==> config.mk <==
export PLATFORM = sky130hd
export DESIGN_NAME = shr_mod
export DESIGN_NICKNAME = d
export VERILOG_FILES = /design/src/hw/rtl/shr_pkg.sv /design/src/hw/rtl/shr_mod.sv
export SDC_FILE = /design/constraint.sdc
export NUM_CORES = 1
export LEC_CHECK = 0
export BUFFER_PORTS_ARGS = -buffer_cell sky130_fd_sc_hd__buf_4
export CAP_MARGIN = 10
export CORE_ASPECT_RATIO = 1.75
export CORE_UTILIZATION = 30
export CTS_BUF_LIST = sky130_fd_sc_hd__clkbuf_4 sky130_fd_sc_hd__clkbuf_8
export CTS_CLUSTER_DIAMETER = 40
export DETAILED_ROUTE_END_ITERATION = 8
export PLACE_DENSITY = 0.6
export SYNTH_ARGS = -nofsm -noshare
export SYNTH_HDL_FRONTEND = slang
export SYNTH_SLANG_ARGS = --single-unit
export TNS_END_PERCENT = 5
==> constraint.sdc <==
create_clock -name aclk -period 2.3 [get_ports aclk]
set_clock_uncertainty 0.15 [all_clocks]
set_input_delay 0.345 -clock aclk [delete_from_list [all_inputs] [get_ports aclk]]
set_output_delay 0.345 -clock aclk [all_outputs]
set_load 0.05 [all_outputs]
==> src/hw/rtl/shr_pkg.sv <==
package shr_pkg;

    localparam int DEPTH     = 32768;
    localparam int WORD_BITS = 32;
    localparam int PTR_W     = $clog2(DEPTH);
    localparam int LEN_W     = PTR_W + 1;
    localparam int FRAME_W   = 13;
    localparam int HIST_W    = 6;
    localparam int ACT_W     = 2;
    localparam int POS_W     = 15;
    localparam int BACK_W    = 5;
    localparam int STAT_W    = 2;
    localparam int PROD_W    = BACK_W + FRAME_W;

    localparam int CFG_IDX_W  = 2;
    localparam int CFG_DATA_W = 16;

    localparam int MOD_STEPS = PROD_W;
    localparam int MOD_CNT_W = $clog2(MOD_STEPS);

    localparam int IN_TDATA_RAW  = WORD_BITS + 1 + POS_W + BACK_W;
    localparam int IN_TDATA_W    = ((IN_TDATA_RAW + 7) / 8) * 8;
    localparam int IN_TUSER_W    = ACT_W;
    localparam int OUT_TDATA_RAW = WORD_BITS + POS_W;
    localparam int OUT_TDATA_W   = ((OUT_TDATA_RAW + 7) / 8) * 8;
    localparam int OUT_TUSER_W   = 1 + STAT_W;

    typedef logic [WORD_BITS-1:0] word_t;
    typedef logic [PTR_W-1:0]     ptr_t;
    typedef logic [LEN_W-1:0]     len_t;
    typedef logic [PROD_W-1:0]    prod_t;

    localparam logic [ACT_W-1:0] ACT_WRITE  = 2'd0;
    localparam logic [ACT_W-1:0] ACT_LATEST = 2'd1;
    localparam logic [ACT_W-1:0] ACT_PAST   = 2'd2;
    localparam logic [ACT_W-1:0] ACT_CLEAR  = 2'd3;

    localparam logic [STAT_W-1:0] STAT_OK       = 2'd0;
    localparam logic [STAT_W-1:0] STAT_FULL     = 2'd1;
    localparam logic [STAT_W-1:0] STAT_PAST_END = 2'd2;
    localparam logic [STAT_W-1:0] STAT_LOOKBACK = 2'd3;

    localparam logic [CFG_IDX_W-1:0] REG_BUFFER_WORDS   = 2'd0;
    localparam logic [CFG_IDX_W-1:0] REG_FRAME_WORDS    = 2'd1;
    localparam logic [CFG_IDX_W-1:0] REG_HISTORY_FRAMES = 2'd2;

    localparam logic [CFG_DATA_W-1:0] RST_BUFFER_WORDS   = 16'd17100;
    localparam logic [FRAME_W-1:0]    RST_FRAME_WORDS    = 13'd684;
    localparam logic [HIST_W-1:0]     RST_HISTORY_FRAMES = 6'd25;

    // The ring length is the programmed value held to the range [2, DEPTH].
    function automatic len_t ring_len(input logic [CFG_DATA_W-1:0] bw);
        if (bw < CFG_DATA_W'(2)) begin
            return LEN_W'(2);
        end else if (32'(bw) > 32'(DEPTH)) begin
            return LEN_W'(DEPTH);
        end else begin
            return LEN_W'(bw);
        end
    endfunction

endpackage

==> src/hw/rtl/shr_mod.sv <==
module shr_mod (
    input  logic           aclk,
    input  logic           aresetn,
    input  logic           start,
    input  shr_pkg::prod_t dividend,
    input  shr_pkg::len_t  divisor,
    output logic           done,
    output shr_pkg::len_t  rem
);
    import shr_pkg::*;

    logic                 busy_reg, busy_next;
    logic                 done_reg, done_next;
    logic [MOD_CNT_W-1:0] cnt_reg, cnt_next;
    prod_t                dvd_reg, dvd_next;
    len_t                 rem_reg, rem_next;
    logic [LEN_W:0]       trial;

    // One restoring step per cycle, most significant dividend bit first.
    always_comb begin
        trial     = {rem_reg, dvd_reg[PROD_W-1]};
        busy_next = busy_reg;
        done_next = 1'b0;
        cnt_next  = cnt_reg;
        dvd_next  = dvd_reg;
        rem_next  = rem_reg;
        if (start) begin
            busy_next = 1'b1;
            cnt_next  = MOD_CNT_W'(MOD_STEPS - 1);
            dvd_next  = dividend;
            rem_next  = '0;
        end else if (busy_reg) begin
            if (trial >= {1'b0, divisor}) begin
                rem_next = LEN_W'(trial - {1'b0, divisor});
            end else begin
                rem_next = trial[LEN_W-1:0];
            end
            dvd_next = {dvd_reg[PROD_W-2:0], 1'b0};
            if (cnt_reg == '0) begin
                busy_next = 1'b0;
                done_next = 1'b1;
            end else begin
                cnt_next = cnt_reg - MOD_CNT_W'(1);
            end
        end
    end

    always_ff @(posedge aclk) begin
        if (!aresetn) begin
            busy_reg <= 1'b0;
            done_reg <= 1'b0;
        end else begin
            busy_reg <= busy_next;
            done_reg <= done_next;
        end
        cnt_reg <= cnt_next;
        dvd_reg <= dvd_next;
        rem_reg <= rem_next;
    end

    assign done = done_reg;
    assign rem  = rem_reg;

endmodule

==> results of run 1 <==
==> cells in the final DEF (no fill, tap or decap), types with 7 or more instances in the layout <==
| master | count |
|---|---|
| dfxtp_1 | 9 |
| ha_4 | 12 |
| a211oi_1 | 8 |
| a21o_1 | 7 |
| mux2i_1 | 14 |
| o21ai_1 | 9 |
| edfxtp_1 | 18 |
| dfxtp_4 | 9 |
| buf_4 | 109 |
| xnor2_1 | 9 |
| nand2_1 | 19 |
| nor2_1 | 19 |
| a21oi_1 | 7 |
| inv_1 | 19 |
| mux2_2 | 17 |
==> report_power, final <==
part / switching (mW) / internal [mW]
clock: 0.263 / 0.332
combinational: 0.271 / 0.294
sequential: 0.0256 / 0.815
total: 0.560 / 1.44
==> area by class of cell <==
class / instances / area share
Inverter: 21 / 0.0201
Sequential cell: 41 / 0.265
Timing Repair Buffer: 113 / 0.224
Multi-Input combinational cell: 183 / 0.426
Tap cell: 115 / 0.0366
Clock inverter: 2 / 0.00860
Clock buffer: 6 / 0.0194
==> logic make-up after synthesis <==
group | after synthesis
adder cells (fa/ha/maj) | 18
multiplexers | 31
AO/OA/AOI/OAI | 61
buffers and inverters | 30
AND/OR/NAND/NOR | 57
XOR/XNOR | 16
flip-flops | 41
==> path summary, 6_finish.rpt <==
kind / cells past startpoint / start / to / slack (ps)
setup / recovery: 13 / dvd_reg[17] / rem[10] / -110
hold / removal: 2 / aresetn / busy_reg / 110
setup reg to reg: 13 / dvd_reg[17] / rem[10] / -110
hold reg to reg: 1 / cnt_reg[4] / cnt_reg[4] / 310
==> metal layers <==
metal / part of all wire / wire, microns
met1: 0.36 / 2380
met2: 0.58 / 3860
met3: 0.036 / 240
met4: 0.025 / 167
met5: 0 / 0
==> what timing repair did <==
action / CTS / global route
setup buffers: 0 / 2
setup endpoints to repair: 16 / 16
cloned: 0 / 0
pin swaps: 17 / 11
resized for setup: 9 / 13
==> worst reg2reg max path, stage by stage, from the launching register on <==
cell and delay (ps):
edfxtp_1 380, inv_2 90, ha_4 140, inv_2 40, fa_2 370, a211oi_2 180, o21bai_1 100, buf_4 150
nor2_2 70, o31a_1 220, buf_4 150, xnor2_2 50, mux2i_1 130, o21ai_1 70
==> impl_metrics.tcl, run 1 <==
set metrics [dict create \
    post_dp_cell_area_sq_mm 0.00371 \
    muxShareOfSynthArea 0.128 \
    synth_compound_area_frac 0.176 \
    status "finished with violations" \
    violations "negative setup slack" \
    regArea_sq_mm 0.00104 \
    vias 2260 \
    cts_tree "yes" \
    fin_hold_ws_ps 107 \
    synth_area_per_cell_sq_um 10.2 \
    cp_top_family "compound AO/OA/AOI/OAI gates" \
    cp_slowest_cell "edfxtp_1" \
    ir_drop_mv 0.429 \
    dp_hpwl_microns 5340 \
    drc 0 \
    hold_class "primary input to flop" \
    routedWlPerCell_microns 13.8 \
    gr-usage-met2 0.305 \
    ys.flop_type "dfxtp_1" \
    path_max_fanout 2 \
    fp.dieH_microns 125 \
    ant_nets 0 \
    core_area_sq_mm 0.00831 \
    grt_first_pass_wirelength_microns 11000 \
    path_class "flop to flop" \
    crit_path_max_incr_delay_ps 380 \
    cp_num_buf_inv 4 \
    synthMostInstantiatedCell "dfxtp_1" \
    maxSlewViolCount 0 \
    timing.fmax_mhz 416 \
    ys_async_sr_fraction 0 \
    drive_gt1_frac 0.522 \
    multiInputGateArea_sq_mm 0.00167 \
    tightest_slew_ps 435 \
    gr-total-overflow 0 \
    cts_buffers 5 \
    hold_violations 0 \
    syn-num-nets 309 \
    dr.pass1.iters 4 \
    dieArea_sq_mm 0.00899 \
    power.leakage_nw 1.69 \
    port-buffer-count 53 \
    dp.cells 471 \
    netlist.area_leader.share 0.209 \
    cts_root_buffer "clkbuf_8" \
    antenna_found_initial 0 \
    grt_use_total 0.159 \
    grt_use_met3 0.0364 \
    synth-edff-count 18 \
    clock-sinks 41 \
    ys_warn_count 0 \
    synth_area_leader_cell "edfxtp_1" \
    synthXorXnorAreaFrac 0.0543 \
    cts.path.max_buffers 2 \
    synthCells 254 \
    htreeDepth 2 \
    place_ws_ps -257 \
    required_ps 2340 \
    gr-max-usage-layer "met2" \
    floorplan.initialDensity 0.311 \
    slew_headroom 0.709 \
    fp.dieW_microns 72.1 \
    yosysSeqAreaShare 0.388 \
    clk_pin_slew_ps 80 \
    critPathLaunchType "flop" \
    num_rows 44 \
    grt_pass1_vias 2417 \
    drt-vias-per-instance 4.70 \
    synth.distinct_cells 44 \
    tns_ps -269 \
    drv_cap 0 \
    critPathCaptureType "flop" \
    syn-cell-area_sq_mm 0.00258 \
    yosys.area_share.simple 0.106 \
    final_cells 481 \
    synth_fa_ha_area_frac 0.0902 \
    power.density_mw_per_mm2 510 \
    p_total_mw 2.00 \
    area_growth_pct 52.2 \
    crit_arrival_ps 2440 \
    grt_max_degree 20 \
    synthTopCellsByCount "dfxtp_1 (23), inv_1 (21), nor2_1 (21)" \
    layout.nets 420 \
    hold_buffers 0 \
    wirelength_microns 6640 \
    fillers 792 \
    met1_usage 0.150 \
    final_area_sq_mm 0.00393 \
    crit_chain "inv_2, ha_4, inv_2, fa_2, a211oi_2, o21bai_1, buf_4, nor2_2, o31a_1, buf_4, xnor2_2, mux2i_1, o21ai_1" \
    yosys_register_bits 41 \
    netlist_top_cells_area "edfxtp_1 (21%), dfxtp_1 (18%), ha_1 (8.2%)" \
    clock_latency_ps 300 \
    setup_violations 4 \
    grt_setup_unrepaired "yes" \
    fin_ws_ps -105 \
    largest_reg_flops 18 \
    finalCritPeriodShare 1.05 \
    diodes 0 \
    synth_top_family_by_area "compound AO/OA/AOI/OAI gates" \
    gp_congestion 0.852 \
    final.min_clock_period_ps 2410 \
    post-route-util 0.473 \
    ios 54 \
    drt-initial-drc-count 47 \
]
Note: power is estimated with default switching activity, not from simulation.
==> run 2: changes to the inputs <==
--- a/config.mk
+++ b/config.mk
@@ -8,11 +8,11 @@
 export BUFFER_PORTS_ARGS = -buffer_cell sky130_fd_sc_hd__buf_4
 export CAP_MARGIN = 10
 export CORE_ASPECT_RATIO = 1.75
-export CORE_UTILIZATION = 30
+export CORE_UTILIZATION = 51
 export CTS_BUF_LIST = sky130_fd_sc_hd__clkbuf_4 sky130_fd_sc_hd__clkbuf_8
 export CTS_CLUSTER_DIAMETER = 40
 export DETAILED_ROUTE_END_ITERATION = 8
-export PLACE_DENSITY = 0.6
+export PLACE_DENSITY = 0.87
 export SYNTH_ARGS = -nofsm -noshare
 export SYNTH_HDL_FRONTEND = slang
 export SYNTH_SLANG_ARGS = --single-unit
==> run 2 against run 1 <==
Against the previous run: the flow still finishes with violations (negative setup slack); cell count shrank 15%; highest routed layer unchanged; maximum frequency shrank 2.2%; non-clock buffer count shrank 10; register-to-register slack lost 60 ps; worst hold slack lost 1.2 ps; sequential share of layout area grew 1.3 points; sequential cell count is the same; via count grew 1.5%; total power grew 0.22%; count of clock-buffer cells in the layout shrank 1; core utilization grew 31 points; die area shrank 40%.
==> impl_metrics.tcl, run 2 (synthesis gave the netlist of run 1 again) <==
set metrics [dict create \
    status "finished with violations" \
    violations "negative setup slack" \
    critPathLaunchType "flop" \
    tns_ps -983 \
    fp.dieW_microns 55.8 \
    gp_congestion 0.845 \
    maxSlewViolCount 0 \
    largest_reg_flops 18 \
    cts_root_buffer "clkbuf_8" \
    critPathCaptureType "flop" \
    timing.fmax_mhz 406 \
    power.leakage_nw 1.62 \
    area_growth_pct 45.1 \
    layout_common_cells "buf_4 (102), nand2_1 (20), inv_1 (19), nor2_1 (19), edfxtp_1 (18)" \
    fin_hold_ws_ps 106 \
    power.density_mw_per_mm2 536 \
    drt-vias-per-instance 5.63 \
    final_area_sq_mm 0.00374 \
    slew_headroom 0.499 \
    dr.pass1.iters 4 \
    drc 0 \
    dieArea_sq_mm 0.00536 \
    finalCritPeriodShare 1.07 \
    clk_pin_slew_ps 90 \
    cts.path.max_buffers 2 \
    port-buffer-count 53 \
    dp.cells 399 \
    hold_class "primary input to flop" \
    grt_first_pass_wirelength_microns 10700 \
    ios 54 \
    final_common_cell "buf_4" \
    wirelength_microns 6650 \
    cts_buffers 5 \
    grt_setup_unrepaired "yes" \
    crit_arrival_ps 2540 \
    routedWlPerCell_microns 16.3 \
    gr-total-overflow 0 \
    ir_drop_mv 0.602 \
    r2r_cells 13 \
    drive_gt1_frac 0.497 \
    fp.dieH_microns 96.1 \
    post_dp_cell_area_sq_mm 0.00355 \
    dp_hpwl_microns 4970 \
    diodes 0 \
    cts_tree "yes" \
    clock_latency_ps 300 \
    fin_ws_ps -161 \
    grt_max_degree 22 \
    floorplan.initialDensity 0.539 \
    layout.nets 410 \
    fillers 308 \
    grt_use_total 0.264 \
    core_area_sq_mm 0.00479 \
    hold_violations 0 \
    rr_startpoint "dvd_reg[17]" \
    final_cells 408 \
    drt-initial-drc-count 64 \
    regToRegSetupSlack_ps -160 \
    num_rows 33 \
    clock-sinks 41 \
    antenna_found_initial 0 \
    drv_cap 0 \
    crit_start "dvd_reg[17]" \
    required_ps 2380 \
    tightest_slew_ps 748 \
    setup_violations 14 \
    path_class "flop to flop" \
    htreeDepth 2 \
    ant_nets 0 \
    r2r-end "rem[10]" \
    path_max_fanout 2 \
    grt_pass1_vias 2486 \
    endpoint "rem[10]" \
    vias 2295 \
    final.min_clock_period_ps 2460 \
]
## run 2: changes by cell type in the layout (fill, tap and decap cells not counted), sizes merged
cell / change
buf: -10
clkbuf: -1
clkinvlp: +1
## run 2: how the worst min path moves through the flow
| stage | from | endpoint | slack (ps) | depth (start not counted) |
|---|---|---|---|---|
| 2_1_floorplan | cnt_reg[4] | cnt_reg[4] | 280 | 1 |
| 5_1_grt | aresetn | busy_reg | 100 | 2 |
| 4_1_cts | aresetn | busy_reg | 100 | 2 |
| 6_report | aresetn | busy_reg | 110 | 2 |
| 3_5_place_dp | cnt_reg[4] | cnt_reg[4] | 300 | 1 |
| 3_3_place_gp | cnt_reg[4] | cnt_reg[4] | 290 | 1 |
## run 2: power by group
part           total [mW]  internal [mW]  switching (mW)  leakage, nW
sequential          0.851          0.815          0.0356        0.378
combinational       0.554          0.285           0.269         1.19
clock               0.601          0.325           0.276       0.0543
total                2.01           1.43           0.581         1.62
## run 2: what timing repair did
| item | 4_1_cts | 5_1_grt |
|---|---|---|
| gates resized for setup | 13 | 3 |
| pin swaps | 14 | 6 |
| hold buffers | 0 | 0 |
| setup endpoints to repair | 16 | 16 |
| setup buffers | 1 | 0 |
## run 2: area by class of cell
class,instances,area (sq um),share of cell area
Clock buffer,5,68.8,0.0184
Multi-Input combinational cell,183,1660,0.443
Sequential cell,41,1040,0.278
Tap cell,52,65.1,0.0174
Inverter,21,78.8,0.0210
Timing Repair Buffer,103,786,0.210
Clock inverter,3,46.3,0.0124
## run 2: worst max-delay path, cell delays in order (launching register included)
cell and delay (ps):
edfxtp_1 390, inv_2 90, ha_4 140, inv_2 40
fa_2 370, a211oi_2 220, o21bai_1 120, buf_4 150
nor2_2 70, o31a_1 210, buf_4 140, xnor2_1 100
mux2i_1 90, o21ai_1 120
## run 2: through the flow
stage / power (mW) / util / setup slack, ps
6_report: 2.01 / 0.782 / -161
5_1_grt: 2.09 / 0.782 / -255
4_1_cts: 2.01 / 0.778 / -90.2
3_5_place_dp: 1.39 / 0.741 / -236
3_3_place_gp: 1.37 / 0.741 / -140
2_1_floorplan: 1.19 / - / -109
## run 2: layer usage
metal / up-vias / share of wire / global-route usage
met5: - / 0 / 0
met4: 0 / 0.060 / 0.204
met3: 30 / 0.038 / 0.0484
met2: 79 / 0.54 / 0.510
met1: 1072 / 0.36 / 0.240
li1: 1114 / - / -
